<file path="src/sv/raam_pkg.sv">
// raam_pkg: shared types, sizes and constants of the range add arg-minimum block
// used by raam_cell, raam_collect and range_add_argmin_tree
// no dependencies
package raam_pkg;

  // array size and its split over the cell chain
  localparam int MAX_POSITIONS = 1024;
  localparam int N_CELLS       = 32;
  localparam int DEPTH         = MAX_POSITIONS / N_CELLS;
  localparam int CELL_W        = $clog2(N_CELLS);
  localparam int ADDR_W        = $clog2(DEPTH);

  // field widths
  localparam int POS_W = 11;
  localparam int VAL_W = 48;

  typedef logic signed [VAL_W-1:0] val_t;
  typedef logic [POS_W-1:0]        pos_t;

  localparam val_t VAL_MAX  = {1'b0, {(VAL_W-1){1'b1}}};
  localparam val_t VAL_MIN  = {1'b1, {(VAL_W-1){1'b0}}};
  localparam pos_t POS_ONE  = pos_t'(1);
  localparam pos_t POS_LAST = pos_t'(MAX_POSITIONS);

  // input transaction payload
  typedef struct packed {
    logic [POS_W-1:0]        range_low;
    logic [POS_W-1:0]        range_high;
    logic signed [VAL_W-1:0] delta;
  } in_item_t;

  // result transaction payload
  typedef struct packed {
    logic signed [VAL_W-1:0] min_value;
    logic [POS_W-1:0]        min_position;
  } out_item_t;

  // one column step of an add, handed from cell to cell
  typedef struct packed {
    logic              valid;
    logic              first;
    logic              last;
    logic [ADDR_W-1:0] addr;
    pos_t              lo;
    pos_t              hi;
    val_t              delta;
  } cmd_t;

  // running minimum of one column, handed from cell to cell
  typedef struct packed {
    logic has;
    val_t val;
    pos_t pos;
  } tok_t;

  // clearing pass after reset, broadcast to all cells
  typedef struct packed {
    logic              en;
    logic [ADDR_W-1:0] addr;
  } clr_t;

endpackage

</file>
<file path="src/sv/raam_cell.sv">
// raam_cell: one cell of the chain, holds one position of every column
// in a small memory and folds its value into the passing column minimum
// depends on raam_pkg
module raam_cell import raam_pkg::*; (
  input  logic              clk_i,
  input  logic              rst_ni,
  input  logic [CELL_W-1:0] cell_idx_i,
  input  pos_t              n_pos_i,
  input  clr_t              clr_i,
  input  cmd_t              cmd_i,
  input  tok_t              tok_i,
  output cmd_t              cmd_o,
  output tok_t              tok_o
);

  val_t mem [DEPTH];
  val_t rd_q;
  cmd_t cmd_q;
  tok_t tok_q, tok_d;

  logic signed [VAL_W:0] sum;
  val_t sat, nv;
  pos_t pos;
  logic in_rng, in_use;

  // command stage register
  always_ff @(posedge clk_i or negedge rst_ni) begin
    if (!rst_ni) begin
      cmd_q <= '0;
    end else begin
      cmd_q <= cmd_i;
    end
  end

  // memory read and write-back
  always_ff @(posedge clk_i) begin
    rd_q <= mem[cmd_i.addr];
    if (clr_i.en) begin
      mem[clr_i.addr] <= '0;
    end else if (cmd_q.valid) begin
      mem[cmd_q.addr] <= nv;
    end
  end

  // saturating add for positions inside the range
  always_comb begin
    pos    = pos_t'({cmd_q.addr, cell_idx_i}) + POS_ONE;
    in_rng = (pos >= cmd_q.lo) && (pos <= cmd_q.hi);
    in_use = pos <= n_pos_i;
    sum    = {rd_q[VAL_W-1], rd_q} + {cmd_q.delta[VAL_W-1], cmd_q.delta};
    if (sum[VAL_W] != sum[VAL_W-1]) begin
      sat = sum[VAL_W] ? VAL_MIN : VAL_MAX;
    end else begin
      sat = sum[VAL_W-1:0];
    end
    nv = in_rng ? sat : rd_q;
  end

  // fold into the column minimum, earlier positions win ties
  always_comb begin
    tok_d = tok_i;
    if (cmd_q.valid && in_use && (!tok_i.has || (nv < tok_i.val))) begin
      tok_d.has = 1'b1;
      tok_d.val = nv;
      tok_d.pos = pos;
    end
  end

  always_ff @(posedge clk_i or negedge rst_ni) begin
    if (!rst_ni) begin
      tok_q <= '0;
    end else begin
      tok_q <= tok_d;
    end
  end

  assign cmd_o = cmd_q;
  assign tok_o = tok_q;

endmodule

</file>
<file path="config.mk">
export PLATFORM = sky130hd
export DESIGN_NAME = raam_cell
export DESIGN_NICKNAME = d
export VERILOG_FILES = /design/src/sv/raam_pkg.sv /design/src/sv/raam_cell.sv
export SDC_FILE = /design/constraint.sdc
export NUM_CORES = 2
export LEC_CHECK = 0
export BUFFER_PORTS_ARGS = -buffer_cell sky130_fd_sc_hd__buf_4
export CAP_MARGIN = 20
export CORE_ASPECT_RATIO = 1.1
export CORE_MARGIN = 3
export CORE_UTILIZATION = 56
export DETAILED_ROUTE_END_ITERATION = 12
export HOLD_SLACK_MARGIN = 0.03
export PLACE_DENSITY = 0.8
export SYNTH_ARGS = -nofsm -noshare
export SYNTH_HDL_FRONTEND = slang
export SYNTH_SLANG_ARGS = --single-unit
</file>
<file path="constraint.sdc">
create_clock -name clk_i -period 8.9 [get_ports clk_i]
set_clock_uncertainty 0.2 [all_clocks]
set_input_delay 1.78 -clock clk_i [delete_from_list [all_inputs] [get_ports clk_i]]
set_output_delay 1.78 -clock clk_i [all_outputs]
set_load 0.05 [all_outputs]
</file>
==> run_results.csv <==
group,metric,value,unit
drt,vias,37700,
setup_path,r2r_end,"tok_o[41]",
setup_path,rrSetupSlack,0.34,ns
synth,avgSynthCellArea,20.5,um^2
sta,hold_viol,0,
floorplan,initial_core_util,56.8,%
place,dp_hpwl,113000,um
finish,drive_gt1_share,33.3,%
synth,ys_seq_area_share,72.9,%
outcome,status,"finished, final reports clean",
setup_path,crit_path_end_kind,"flip-flop",
finish,stdcell_count,5617,
place,place_congestion,0.943,
sta,finalCritPeriodShare,96.2,%
finish,multiInputGateArea,18100,um^2
power,cellPowerDensity,238,nW/um^2
setup_path,path_common_cell,"ha_1",
power,vdd_drop_max,0.262,mV
synth,synth_nets,3682,
sta,tns,0,ns
global_routing,first_global_vias,38000,
global_routing,antenna_found_initial,6,
global_routing,grt_pass1_wl,282000,um
synth,yosys.area.top_type,"edfxtp_1",
drt,first_iter_violations,5373,
floorplan,core,122000,um^2
synth,synthTopCellsByArea,"edfxtp_1 67%, mux4_2 16%, dfrtp_1 5.0%",
floorplan,num_rows,134,
synth,ys_async_sr_fraction,8.01,%
sta,fin_crit,8.56,ns
sta,setup_viol,0,
global_routing,grt_max_degree,148,
clock_tree,h-tree-depth,4,
sta,tightestPinTransition,1.18,ns
min_path,hold_start,"rd_q[17]",
drt,dr.pass1.iters,6,
place,io_buffers,299,
power,cellLeakagePower,27.6,nW
finish,layout.nets,4137,
global_routing,grt_overflow,0,
drt,wl_met3,27700,um
floorplan,die_height,375,um
synth,syn_area,69300,um^2
drt,ant_nets,0,
finish,synthToLayoutAreaGrowth,15.6,%
synth,syn_inst,3388,
sta,max-slew-margin-rel,21.3,%
synth,synth_cell_types,69,
min_path,min_path_type,"reg -> reg",
synth,synth_flop_cell,"edfxtp_1",
drt,drt-vias-per-instance,6.72,
setup_path,cp-start-kind,"flip-flop",
setup_path,max_stage_delay,0.48,ns
synth,yosys.area.top_type_share,66.6,%
setup_path,r2r-start,"cmd_o[3]",
sta,drv_slew,0,
synth,yosysMostFrequentCell,"edfxtp_1",
drt,met1Wirelength,69700,um
min_path,hold_depth,2,
setup_path,r2r_cells,31,
setup_path,path_max_fanout,29,
drt,topRoutingLayerUsed,"met5",
clock_tree,clkTransAtPathRegs,0.06,ns
finish,final_util,65.6,%
floorplan,io_pins,300,
drt,wire_per_inst,35.6,um
setup_path,crit_arrival,9.04,ns
sta,rsz0062_at_grt,"false",
clock_tree,clockRootBuffer,"clkbuf_16",
floorplan,die-area,128000,um^2
floorplan,dieWidth,341,um
place,placed_cells,5303,
drt,wl,200000,um
clock_tree,clk_path_buf_depth,3,
setup_path,slowest_stage,"a211oi_1",
setup_path,cp.required,9.37,ns
setup_path,worstSetupPathType,"reg -> reg",
clock_tree,cts_tree,"built",
synth,ys_warn_count,0,
finish,num-fill-cells,7868,
finish,regArea,50500,um^2
clock_tree,cts_made_buffers,167,
min_path,holdPathEnd,"tok_o[28]",
synth,yosys-top-cells-count,"1536 x edfxtp_1, 480 x mux4_2, 138 x dfrtp_1",
synth,ys_ff_latch,1722,
sta,max_freq,117,MHz
drt,met2WireLength,93900,um
synth,synth_enable_flop_cells,1536,
job,maxCapViolCount,0,
global_routing,grt_use_total,31.6,%
drt,drc,0,
clock_tree,cts.sinks,1722,
clock_tree,clk_latency,0.82,ns
==> cells by family after synthesis <==
group	count (synthesis)	share of synthesized area, %
flops	1722	72.9
mux	591	17.4
simple gates	333	2.35
compound gates	312	2.88
buf+inv	249	1.39
fa+ha+maj	132	2.39
xor+xnor	49	0.619
==> worst max-delay path, delay by kind of cell (launching register included) <==
kind	cells	cell delay (ns)
fa+ha+maj	3	0.93
simple gates	7	1.58
buf+inv	3	0.68
compound gates	15	3.90
xor+xnor	2	0.34
mux	1	0.39
flops	1	0.39
==> cells in the final DEF, fill, tap and decap left out, types with 8 or more instances in the layout <==
master      instances
edfxtp_1         1536
mux4_2            480
buf_4             419
clkbuf_16         167
dfrtp_1           138
ha_1              131
mux2_2             99
inv_1              98
a21oi_1            91
nor2_1             72
nand2_1            69
o21ai_0            63
nor2b_1            49
dfxtp_1            48
clkbuf_1           40
nor2_4             33
xnor2_1            31
a21o_1             30
nand4_1            26
clkinv_2           25
clkinv_1           22
nand3_1            20
bufinv_16          20
o21a_1             18
xor2_1             18
nor3_1             15
a31oi_1            14
nand2b_1           13
o211ai_1           13
a211oi_1           11
o22a_1             11
clkinvlp_4         11
inv_6              10
buf_12             10
clkbuf_8            8
==> how the worst max path moves through the flow <==
stage / start / endpoint / slack, ns / depth (start not counted)
floorplan: cell_idx_i[0] / tok_o[52] / 1.60 / 28
global placement: cell_idx_i[0] / tok_o[41] / -0.19 / 24
detailed placement: cell_idx_i[0] / tok_o[16] / -0.28 / 24
CTS: cmd_o[3] / tok_o[41] / 0.02 / 28
global route: cmd_o[3] / tok_o[41] / 0.008 / 31
finish: cmd_o[3] / tok_o[41] / 0.34 / 31
==> registers in the layout, summed over array words and instances, names as in the netlist <==
register  cells
cmd_o        78
mem        1536
rd_q         48
tok_o        60
==> per-layer routing <==
| layer | vias to the layer above | track usage, % |
|---|---|---|
| li1 | 14900 | - |
| met1 | 19500 | 42.7 |
| met2 | 2907 | 48.8 |
| met3 | 470 | 10.1 |
| met4 | 4 | 11.9 |
| met5 | - | 0.530 |
==> cell type report <==
cell class	instances	area share [%]
Antenna cell	1	0.00313
Clock buffer	214	5.53
Clock inverter	96	1.41
Inverter	98	0.459
Multi-Input combinational cell	1417	22.6
Sequential cell	1722	63.1
Tap cell	1632	2.55
Timing Repair Buffer	437	4.32
==> timing repair <==
item	4_1_cts	5_1_grt
hold buffers	0	0
endpoints found under the setup margin	0	59
buffers inserted	0	0
resized for setup	0	4
==> through the flow <==
stage / area [um^2] / setup WS (ns) / hold slack, ns / total power [W]
6_report: 80100 / 0.337 / 0.508 / 0.0190
5_1_grt: 80100 / 0.00834 / 0.540 / 0.0195
4_1_cts: 80000 / 0.0194 / 0.501 / 0.0191
3_5_place_dp: 74400 / -0.281 / 0.472 / 0.0119
3_3_place_gp: 74400 / -0.185 / 0.456 / 0.0119
2_1_floorplan: 69300 / 1.60 / 0.378 / 0.0109
==> power by group <==
part | total, W | internal, W | switching (W)
clock network | 0.00722 | 0.00413 | 0.00310
registers | 0.00926 | 0.00910 | 0.000162
logic | 0.00253 | 0.000914 | 0.00162
total | 0.0190 | 0.0141 | 0.00488
(Power assumes the default switching activity.)
