## src/sv/raam_pkg.sv

```systemverilog
// raam_pkg: shared types, sizes and constants of the range add arg-minimum block
// used by raam_cell, raam_collect and range_add_argmin_tree
// no dependencies
package raam_pkg;

  // array size and its split over the cell chain
  localparam int MAX_POSITIONS = 1024;
  localparam int N_CELLS       = 32;
  localparam int DEPTH         = MAX_POSITIONS / N_CELLS;
  localparam int CELL_W        = $clog2(N_CELLS);
  localparam int ADDR_W        = $clog2(DEPTH);

  // field widths
  localparam int POS_W = 11;
  localparam int VAL_W = 48;

  typedef logic signed [VAL_W-1:0] val_t;
  typedef logic [POS_W-1:0]        pos_t;

  localparam val_t VAL_MAX  = {1'b0, {(VAL_W-1){1'b1}}};
  localparam val_t VAL_MIN  = {1'b1, {(VAL_W-1){1'b0}}};
  localparam pos_t POS_ONE  = pos_t'(1);
  localparam pos_t POS_LAST = pos_t'(MAX_POSITIONS);

  // input transaction payload
  typedef struct packed {
    logic [POS_W-1:0]        range_low;
    logic [POS_W-1:0]        range_high;
    logic signed [VAL_W-1:0] delta;
  } in_item_t;

  // result transaction payload
  typedef struct packed {
    logic signed [VAL_W-1:0] min_value;
    logic [POS_W-1:0]        min_position;
  } out_item_t;

  // one column step of an add, handed from cell to cell
  typedef struct packed {
    logic              valid;
    logic              first;
    logic              last;
    logic [ADDR_W-1:0] addr;
    pos_t              lo;
    pos_t              hi;
    val_t              delta;
  } cmd_t;

  // running minimum of one column, handed from cell to cell
  typedef struct packed {
    logic has;
    val_t val;
    pos_t pos;
  } tok_t;

  // clearing pass after reset, broadcast to all cells
  typedef struct packed {
    logic              en;
    logic [ADDR_W-1:0] addr;
  } clr_t;

endpackage

```

## src/sv/raam_collect.sv

```systemverilog
// raam_collect: merges the column minima at the end of the chain into the
// minimum of one add and queues results in a two-entry buffer
// depends on raam_pkg
module raam_collect import raam_pkg::*; (
  input  logic      clk_i,
  input  logic      rst_ni,
  input  cmd_t      cmd_i,
  input  tok_t      tok_i,
  output logic      out_valid_o,
  input  logic      out_ready_i,
  output out_item_t out_data_o
);

  logic col_vld_q, col_first_q, col_last_q;
  val_t acc_val_q, acc_val_d;
  pos_t acc_pos_q, acc_pos_d;
  logic take;

  out_item_t fifo_q [2];
  logic      wr_ptr_q, rd_ptr_q;
  logic [1:0] cnt_q;
  logic      push, pop;

  // align the column flags with the registered column minimum
  always_ff @(posedge clk_i or negedge rst_ni) begin
    if (!rst_ni) begin
      col_vld_q   <= 1'b0;
      col_first_q <= 1'b0;
      col_last_q  <= 1'b0;
    end else begin
      col_vld_q   <= cmd_i.valid;
      col_first_q <= cmd_i.first;
      col_last_q  <= cmd_i.last;
    end
  end

  // columns arrive in ascending position order, strict compare keeps the lowest
  always_comb begin
    take      = col_first_q || (tok_i.has && (tok_i.val < acc_val_q));
    acc_val_d = take ? tok_i.val : acc_val_q;
    acc_pos_d = take ? tok_i.pos : acc_pos_q;
  end

  always_ff @(posedge clk_i) begin
    if (col_vld_q) begin
      acc_val_q <= acc_val_d;
      acc_pos_q <= acc_pos_d;
    end
  end

  // result buffer
  assign push = col_vld_q && col_last_q;
  assign pop  = out_valid_o && out_ready_i;

  always_ff @(posedge clk_i) begin
    if (push) begin
      fifo_q[wr_ptr_q].min_value    <= acc_val_d;
      fifo_q[wr_ptr_q].min_position <= acc_pos_d;
    end
  end

  always_ff @(posedge clk_i or negedge rst_ni) begin
    if (!rst_ni) begin
      wr_ptr_q <= 1'b0;
      rd_ptr_q <= 1'b0;
      cnt_q    <= 2'd0;
    end else begin
      if (push) begin
        wr_ptr_q <= ~wr_ptr_q;
      end
      if (pop) begin
        rd_ptr_q <= ~rd_ptr_q;
      end
      cnt_q <= cnt_q + {1'b0, push} - {1'b0, pop};
    end
  end

  assign out_valid_o = cnt_q != 2'd0;
  assign out_data_o  = fifo_q[rd_ptr_q];

endmodule

```

## config.mk

```make
export PLATFORM = sky130hd
export DESIGN_NAME = raam_collect
export DESIGN_NICKNAME = d
export VERILOG_FILES = /design/src/sv/raam_pkg.sv /design/src/sv/raam_collect.sv
export SDC_FILE = /design/constraint.sdc
export NUM_CORES = 1
export LEC_CHECK = 0
export ABC_AREA = 1
export CORE_AREA = 10 10 113 165
export CTS_CLUSTER_SIZE = 25
export DETAILED_ROUTE_END_ITERATION = 12
export DIE_AREA = 0 0 123 175
export DONT_BUFFER_PORTS = 1
export PLACE_DENSITY_LB_ADDON = 0.08
export SLEW_MARGIN = 20
export SYNTH_ARGS = -nofsm -noshare
export SYNTH_HDL_FRONTEND = slang
export SYNTH_SLANG_ARGS = --single-unit
```

## constraint.sdc

```tcl
create_clock -name clk_i -period 5.65 [get_ports clk_i]
set_input_delay 0.8475 -clock clk_i [delete_from_list [all_inputs] [get_ports clk_i]]
set_output_delay 0.8475 -clock clk_i [all_outputs]
set_load 0.01 [all_outputs]
```

==> flow_results.xml, run 1 <==
<?xml version="1.0" encoding="UTF-8"?>
<metrics>
  <group name="status">
    <metric name="run_status" unit="">complete, no violations</metric>
  </group>
  <group name="cts">
    <metric name="cts_buffers" unit="">17</metric>
    <metric name="clk_root_buffer_cell" unit="">clkbuf_16</metric>
    <metric name="cts_max_path_buffers" unit="">2</metric>
    <metric name="post_cts.resized_instances" unit="">0</metric>
    <metric name="clock-sinks" unit="">184</metric>
    <metric name="cts_tree" unit="">built</metric>
    <metric name="cts_htree_levels" unit="">4</metric>
    <metric name="clk_pin_slew" unit="ns">0.07</metric>
    <metric name="hold_buffers" unit="">0</metric>
    <metric name="worst_skew_pair.late_latency" unit="ns">0.43</metric>
    <metric name="cts_setup_buffers" unit="">0</metric>
  </group>
  <group name="place">
    <metric name="area_after_detailed_placement" unit="um2">8600</metric>
    <metric name="port-buffer-count" unit="">0</metric>
    <metric name="dp_hpwl" unit="um">11600</metric>
    <metric name="gp_congestion" unit="">0.775</metric>
  </group>
  <group name="sta">
    <metric name="worst_pin_slew" unit="ns">0.991</metric>
    <metric name="post-route-min-period" unit="ns">2.99</metric>
    <metric name="grt_setup_unrepaired" unit="">false</metric>
    <metric name="fmaxAchievable" unit="MHz">334</metric>
    <metric name="totalNegativeSetupSlack" unit="ns">0</metric>
    <metric name="fin_crit_sh" unit="">0.530</metric>
    <metric name="finalClockSkew" unit="ns">0.0176</metric>
    <metric name="report.final.hold_viol_count" unit="">0</metric>
    <metric name="finalSetupViolCount" unit="">0</metric>
    <metric name="slew_headroom" unit="">0.339</metric>
    <metric name="timing.final.max_slew_violations" unit="">0</metric>
  </group>
  <group name="logic_synthesis">
    <metric name="synth_top_cell_by_area" unit="">edfxtp_1</metric>
    <metric name="yosysTopAreaCellShare" unit="">0.631</metric>
    <metric name="yosysWarnings" unit="">0</metric>
    <metric name="seq_area_frac_synth" unit="">0.652</metric>
    <metric name="yosys.cell_types.count" unit="">23</metric>
    <metric name="yosys_register_bits" unit="">184</metric>
    <metric name="syn_area_per_cell" unit="um2">10.6</metric>
    <metric name="mappedNetlistNets" unit="">988</metric>
    <metric name="post_synth_main_area_contributors" unit="">edfxtp_1 63%, nand2_1 16%, ha_1 7.3%</metric>
    <metric name="netlist_area" unit="um2">8430</metric>
    <metric name="postSynthCellCount" unit="">798</metric>
  </group>
  <group name="layout">
    <metric name="final_cell_mix" unit="">351 x nand2_1, 177 x edfxtp_1, 65 x inv_1</metric>
    <metric name="final_area" unit="um2">9200</metric>
    <metric name="final_common_cell" unit="">nand2_1</metric>
    <metric name="ff_latch_area" unit="um2">5490</metric>
    <metric name="multi_input_comb_area" unit="um2">2550</metric>
    <metric name="areaGrowthSynthToFinish" unit="%">9.19</metric>
    <metric name="finish.net_count" unit="">983</metric>
    <metric name="filler_cell_count" unit="">1333</metric>
    <metric name="layout-drive-gt1-share" unit="">0.0559</metric>
  </group>
  <group name="route">
    <metric name="viasPerCell" unit="">5.35</metric>
    <metric name="drt_pre_antenna_iters" unit="">4</metric>
    <metric name="dr.first_iter.drc_count" unit="">316</metric>
    <metric name="drc_errors" unit="">0</metric>
    <metric name="via_count" unit="">5399</metric>
    <metric name="routed_wire_length_per_instance" unit="um">18.0</metric>
    <metric name="final_antenna_net_count" unit="">0</metric>
    <metric name="route.final.wire_length" unit="um">18200</metric>
  </group>
  <group name="setup_path">
    <metric name="worstSetupStartpointType" unit="">input port</metric>
    <metric name="endpoint_kind" unit="">register</metric>
    <metric name="worst-endpoint-required" unit="ns">5.92</metric>
    <metric name="timing.critical_path.fanout_max" unit="">40</metric>
    <metric name="cp_data_arrival_time" unit="ns">3.27</metric>
    <metric name="crit_type" unit="">input port to register</metric>
  </group>
  <group name="floorplanning">
    <metric name="die_area" unit="um2">21500</metric>
    <metric name="die_y" unit="um">175</metric>
    <metric name="die_span_in_x" unit="um">123</metric>
    <metric name="num_io_pins" unit="">201</metric>
    <metric name="floorplan.initialDensity" unit="">0.539</metric>
    <metric name="std_cell_rows" unit="">56</metric>
    <metric name="core-area" unit="um2">15600</metric>
  </group>
  <group name="global_route">
    <metric name="wire_length_of_the_first_global_routing_pass" unit="um">28600</metric>
    <metric name="grt_max_degree" unit="">61</metric>
    <metric name="grt_antenna_before_repair" unit="">1</metric>
    <metric name="grt-ovfl-total" unit="">0</metric>
    <metric name="all_layer_global_routing_usage" unit="">0.173</metric>
    <metric name="first_global_vias" unit="">5545</metric>
  </group>
  <group name="min_path">
    <metric name="hold_class" unit="">input port to asynchronous set/reset pin</metric>
  </group>
  <group name="power_and_ir_drop">
    <metric name="irDropWorstVdd" unit="mV">0.311</metric>
    <metric name="power-per-cell-area" unit="nW/um2">417</metric>
    <metric name="fin_total_pwr" unit="mW">3.83</metric>
    <metric name="power_leakage" unit="nW">4.06</metric>
  </group>
  <group name="flow_run">
    <metric name="cap_violations" unit="">0</metric>
  </group>
</metrics>
==> through the flow <==
step,utilization,std cells,hold slack (ns),worst slack [ns]
after floorplan,-,798,0.470,0.778
after global placement,0.550,977,0.478,2.27
after detailed placement,0.550,977,0.495,2.21
after CTS,0.589,1008,0.0931,2.65
after global routing,0.589,1009,0.0937,2.40
final,0.589,1009,0.106,2.66
==> synthesized netlist by cell type (all sizes together) <==
library cell    n
a21oi          21
and2            1
buf            13
clkbuf         18
clkinv          2
dfrtp           7
edfxtp        177
ha             49
inv            65
nand2         352
nand3          63
nand4           4
nor2           11
nor3            3
o21a            3
o21ai           4
or2             1
xnor2           1
xor2            3
==> where the power goes <==
part / switching, mW / internal [mW] / total (mW)
registers: 0.0507 / 1.71 / 1.76
logic: 0.667 / 0.202 / 0.869
clock network: 0.508 / 0.698 / 1.21
total: 1.23 / 2.61 / 3.83
==> kinds of logic (layout without fill, tap and decap cells) <==
| kind of cell | count (synthesis) | count (layout) | share of synthesized area |
|---|---|---|---|
| DFF | 184 | 184 | 0.652 |
| and+or+nand+nor | 435 | 435 | 0.206 |
| AOI/OAI and AO/OA | 28 | 28 | 0.0175 |
| other | 0 | 1 | 0 |
| adders and majority gates | 49 | 49 | 0.0728 |
| xor gates and xnor gates | 4 | 4 | 0.00416 |
| buffers and inverters | 98 | 105 | 0.0477 |
==> final cells by class <==
| type | instances | area share |
|---|---|---|
| clock buffer | 18 | 0.0466 |
| inverter | 67 | 0.0275 |
| timing repair buffer | 7 | 0.00571 |
| clock inverter | 13 | 0.0182 |
| sequential | 184 | 0.597 |
| multi-input combinational | 516 | 0.277 |
| antenna | 1 | 0.000272 |
| tap | 203 | 0.0276 |
==> per-layer routing <==
metal  GRT usage  wire (um)
met4      0.0750        448
met2       0.296       9230
met1       0.191       7090
met3      0.0542       1400
met5           0          0
==> path summary, 6_finish.rpt <==
check	start	endpoint	slack, ns	cells past startpoint
hold / removal	rst_ni	col_vld_q$_DFF_PN0_	0.11	0
hold reg to reg	cnt_q[0]$_DFF_PN0_	cnt_q[0]$_DFF_PN0_	0.52	1
setup / recovery	tok_i[58]	acc_val_q[34]$_DFFE_PP_	2.66	12
setup reg to reg	acc_val_q[47]$_DFFE_PP_	acc_val_q[34]$_DFFE_PP_	2.68	13
min in group clk_i	cmd_i[77]	col_vld_q$_DFF_PN0_	0.44	0
max in group asynchronous	rst_ni	rd_ptr_q$_DFFE_PN0P_	5.47	0
==> worst max-delay path: stages <==
cell     delay (ns)
ha_1           0.34
nand4_1        0.15
nor2_1         0.20
nand2_1        0.14
nor3_1         0.19
nand2_1        0.10
nand3_1        0.09
nand3_2        0.09
nand2_2        0.32
buf_4          0.51
nand2_1        0.11
nand2_1        0.14
==> flip-flops by register name, summed over array words and instances, names as in the netlist <==
| signal | cells |
|---|---|
| wr_ptr_q | 1 |
| col_vld_q | 1 |
| acc_pos_q | 11 |
| col_last_q | 1 |
| col_first_q | 1 |
| rd_ptr_q | 1 |
| cnt_q | 2 |
| fifo_q | 118 |
| acc_val_q | 48 |
Power figures use the tool's default switching activity.
==> run 2, diff against run 1 <==
clock period = 2.7 ns   (was 5.65 ns; I/O delays follow)
==> run 2 against run 1 <==
Critical endpoint is now acc_val_q[31]$_DFFE_PP_. Largest cell class unchanged. Register-to-register slack lost 2.4 ns. Setup slack worse by 2.4 ns. Clock-buffer cell count is 1 lower. Cell count up 1.3%. Cell area increased by 1.6%.
==> flow_results.xml, run 2 (synthesis results as in run 1) <==
<?xml version="1.0" encoding="UTF-8"?>
<metrics>
  <group name="status">
    <metric name="run_status" unit="">complete, no violations</metric>
  </group>
  <group name="layout">
    <metric name="finish.net_count" unit="">996</metric>
    <metric name="ff_latch_area" unit="um2">5500</metric>
    <metric name="areaGrowthSynthToFinish" unit="%">10.9</metric>
    <metric name="largest_reg_flops" unit="">118</metric>
    <metric name="registers.top_by_ff_count" unit="">fifo_q</metric>
    <metric name="insertedDiodeCount" unit="">0</metric>
    <metric name="multi_input_comb_area" unit="um2">2550</metric>
    <metric name="layout-drive-gt1-share" unit="">0.0684</metric>
    <metric name="final_area" unit="um2">9340</metric>
    <metric name="filler_cell_count" unit="">1267</metric>
    <metric name="registers_with_the_highest_flip_flop_counts" unit="">fifo_q: 118 flops, acc_val_q: 48 flops, acc_pos_q: 11 flops</metric>
    <metric name="final_cell_mix" unit="">351 x nand2_1, 177 x edfxtp_1, 65 x inv_1</metric>
    <metric name="final_common_cell" unit="">nand2_1</metric>
  </group>
  <group name="flow_run">
    <metric name="cap_violations" unit="">0</metric>
  </group>
  <group name="setup_path">
    <metric name="crit_path_cell_trace" unit="">inv_1, ha_1, nand4_1, nor2_1, nand2_1, nor2_1, nand2_1, nand2_1, nor2_1, nand2_1, nand2_1, nand3_2, nand2_2, buf_8, nand2_1, nand2_1</metric>
    <metric name="timing.critical_path.fanout_max" unit="">32</metric>
    <metric name="cpLargestDelayFamily" unit="">simple AND/OR/NAND/NOR gates</metric>
    <metric name="endpoint_kind" unit="">register</metric>
    <metric name="worstSetupStartpointType" unit="">register</metric>
    <metric name="crit_type" unit="">register to register</metric>
    <metric name="crit_path_buffers_inverters" unit="">2</metric>
    <metric name="cp_data_arrival_time" unit="ns">2.60</metric>
    <metric name="timing.critical_path.slowest_cell_delay" unit="ns">0.35</metric>
    <metric name="worst-endpoint-required" unit="ns">2.86</metric>
    <metric name="crit_path_frequent_cell" unit="">nand2_1</metric>
    <metric name="crit_slowest_cell" unit="">ha_1</metric>
  </group>
  <group name="sta">
    <metric name="grt_setup_unrepaired" unit="">false</metric>
    <metric name="slew_headroom" unit="">0.425</metric>
    <metric name="finalSetupViolCount" unit="">0</metric>
    <metric name="report.final.hold_viol_count" unit="">0</metric>
    <metric name="fin_crit_sh" unit="">0.904</metric>
    <metric name="totalNegativeSetupSlack" unit="ns">0</metric>
    <metric name="post-route-min-period" unit="ns">2.44</metric>
    <metric name="fmaxAchievable" unit="MHz">410</metric>
    <metric name="worst_pin_slew" unit="ns">0.862</metric>
    <metric name="timing.final.max_slew_violations" unit="">0</metric>
    <metric name="finalClockSkew" unit="ns">0.0129</metric>
  </group>
  <group name="power_and_ir_drop">
    <metric name="power_leakage" unit="nW">4.14</metric>
    <metric name="irDropWorstVdd" unit="mV">0.610</metric>
    <metric name="power-per-cell-area" unit="nW/um2">861</metric>
  </group>
  <group name="route">
    <metric name="routed_wire_length_per_instance" unit="um">18.2</metric>
    <metric name="drt_pre_antenna_iters" unit="">5</metric>
    <metric name="dr.first_iter.drc_count" unit="">311</metric>
    <metric name="via_count" unit="">5431</metric>
    <metric name="drc_errors" unit="">0</metric>
    <metric name="route.final.wire_length" unit="um">18600</metric>
    <metric name="final_antenna_net_count" unit="">0</metric>
    <metric name="viasPerCell" unit="">5.31</metric>
  </group>
  <group name="place">
    <metric name="gp_congestion" unit="">0.796</metric>
    <metric name="dp_hpwl" unit="um">12400</metric>
    <metric name="area_after_detailed_placement" unit="um2">8710</metric>
    <metric name="port-buffer-count" unit="">0</metric>
  </group>
  <group name="global_route">
    <metric name="grt_antenna_before_repair" unit="">0</metric>
    <metric name="all_layer_global_routing_usage" unit="">0.176</metric>
    <metric name="first_global_vias" unit="">5442</metric>
    <metric name="grt-ovfl-total" unit="">0</metric>
    <metric name="grt_max_degree" unit="">60</metric>
    <metric name="wire_length_of_the_first_global_routing_pass" unit="um">29400</metric>
  </group>
  <group name="cts">
    <metric name="cts_tree" unit="">built</metric>
    <metric name="clock-sinks" unit="">184</metric>
    <metric name="clk_pin_slew" unit="ns">0.07</metric>
    <metric name="cts_htree_levels" unit="">4</metric>
    <metric name="worst_skew_pair.late_latency" unit="ns">0.42</metric>
    <metric name="cts_setup_buffers" unit="">0</metric>
    <metric name="cts_max_path_buffers" unit="">2</metric>
    <metric name="clk_root_buffer_cell" unit="">clkbuf_16</metric>
    <metric name="cts_buffers" unit="">17</metric>
  </group>
  <group name="min_path">
    <metric name="hold_class" unit="">input port to register</metric>
  </group>
  <group name="floorplanning">
    <metric name="core-area" unit="um2">15600</metric>
    <metric name="num_io_pins" unit="">201</metric>
    <metric name="die_area" unit="um2">21500</metric>
    <metric name="die_span_in_x" unit="um">123</metric>
    <metric name="die_y" unit="um">175</metric>
    <metric name="std_cell_rows" unit="">56</metric>
    <metric name="floorplan.initialDensity" unit="">0.539</metric>
  </group>
</metrics>
-- run 2: cell count changes in the layout (fill, tap and decap cells not counted), sizes merged, moves of 2 or more --
cell,change
dlygate4sd3,+4
bufinv,-2
inv,+4
clkinv,+4
buf,+9
clkinvlp,-4
-- run 2: metrics by stage --
step	instances	power (mW)	setup WS, ns	utilization	hold WS (ns)
2_1_floorplan	798	5.10	0.240	-	0.109
3_3_place_gp	986	5.64	0.175	0.557	0.110
3_5_place_dp	986	5.70	0.105	0.557	0.110
4_1_cts	1022	8.16	0.100	0.597	0.148
5_1_grt	1022	8.51	0.00528	0.598	0.175
6_report	1022	8.04	0.260	0.598	0.164
-- run 2: final timing paths --
kind / startpoint / to / slack, ns / cells after the start
max: acc_val_q[47]$_DFFE_PP_ / acc_val_q[31]$_DFFE_PP_ / 0.26 / 16
min: out_ready_i / rd_ptr_q$_DFFE_PN0P_ / 0.16 / 2
max reg2reg: acc_val_q[47]$_DFFE_PP_ / acc_val_q[31]$_DFFE_PP_ / 0.26 / 16
min reg2reg: cnt_q[0]$_DFF_PN0_ / cnt_q[0]$_DFF_PN0_ / 0.51 / 1
max in group asynchronous: rst_ni / col_vld_q$_DFF_PN0_ / 2.13 / 1
min in group asynchronous: rst_ni / cnt_q[1]$_DFF_PN0_ / 0.30 / 1
-- run 2: worst reg2reg max path, stage by stage (launching register included) --
cell	delay, ns
edfxtp_1	0.34
inv_1	0.04
ha_1	0.35
nand4_1	0.14
nor2_1	0.19
nand2_1	0.12
nor2_1	0.10
nand2_1	0.06
nand2_1	0.06
nor2_1	0.05
nand2_1	0.06
nand2_1	0.06
nand3_2	0.11
nand2_2	0.10
buf_8	0.21
nand2_1	0.11
nand2_1	0.08
-- run 2: what timing repair did --
| action | CTS | global route |
|---|---|---|
| hold endpoints to repair | 10 | 0 |
| resized for setup | 0 | 3 |
| hold buffers | 4 | 0 |
| setup endpoints to repair | 0 | 99 |
-- run 2: power by group --
group,switching [mW],internal [mW]
registers,0.145,3.57
clock network,1.14,1.31
logic,1.40,0.472
total,2.69,5.36
-- run 2: per-layer routing --
metal	routed length, um	GRT usage
met3	1630	0.0662
met4	284	0.0570
met2	9460	0.297
met5	0	0
met1	7230	0.201
-- run 2: layout make-up --
class	instances	share of cell area
flip-flops and latches	184	0.588
multi-input cells	516	0.273
clock buffers	17	0.0455
well taps	203	0.0272
inverters	67	0.0269
repair buffers	20	0.0224
clock inverters	15	0.0170
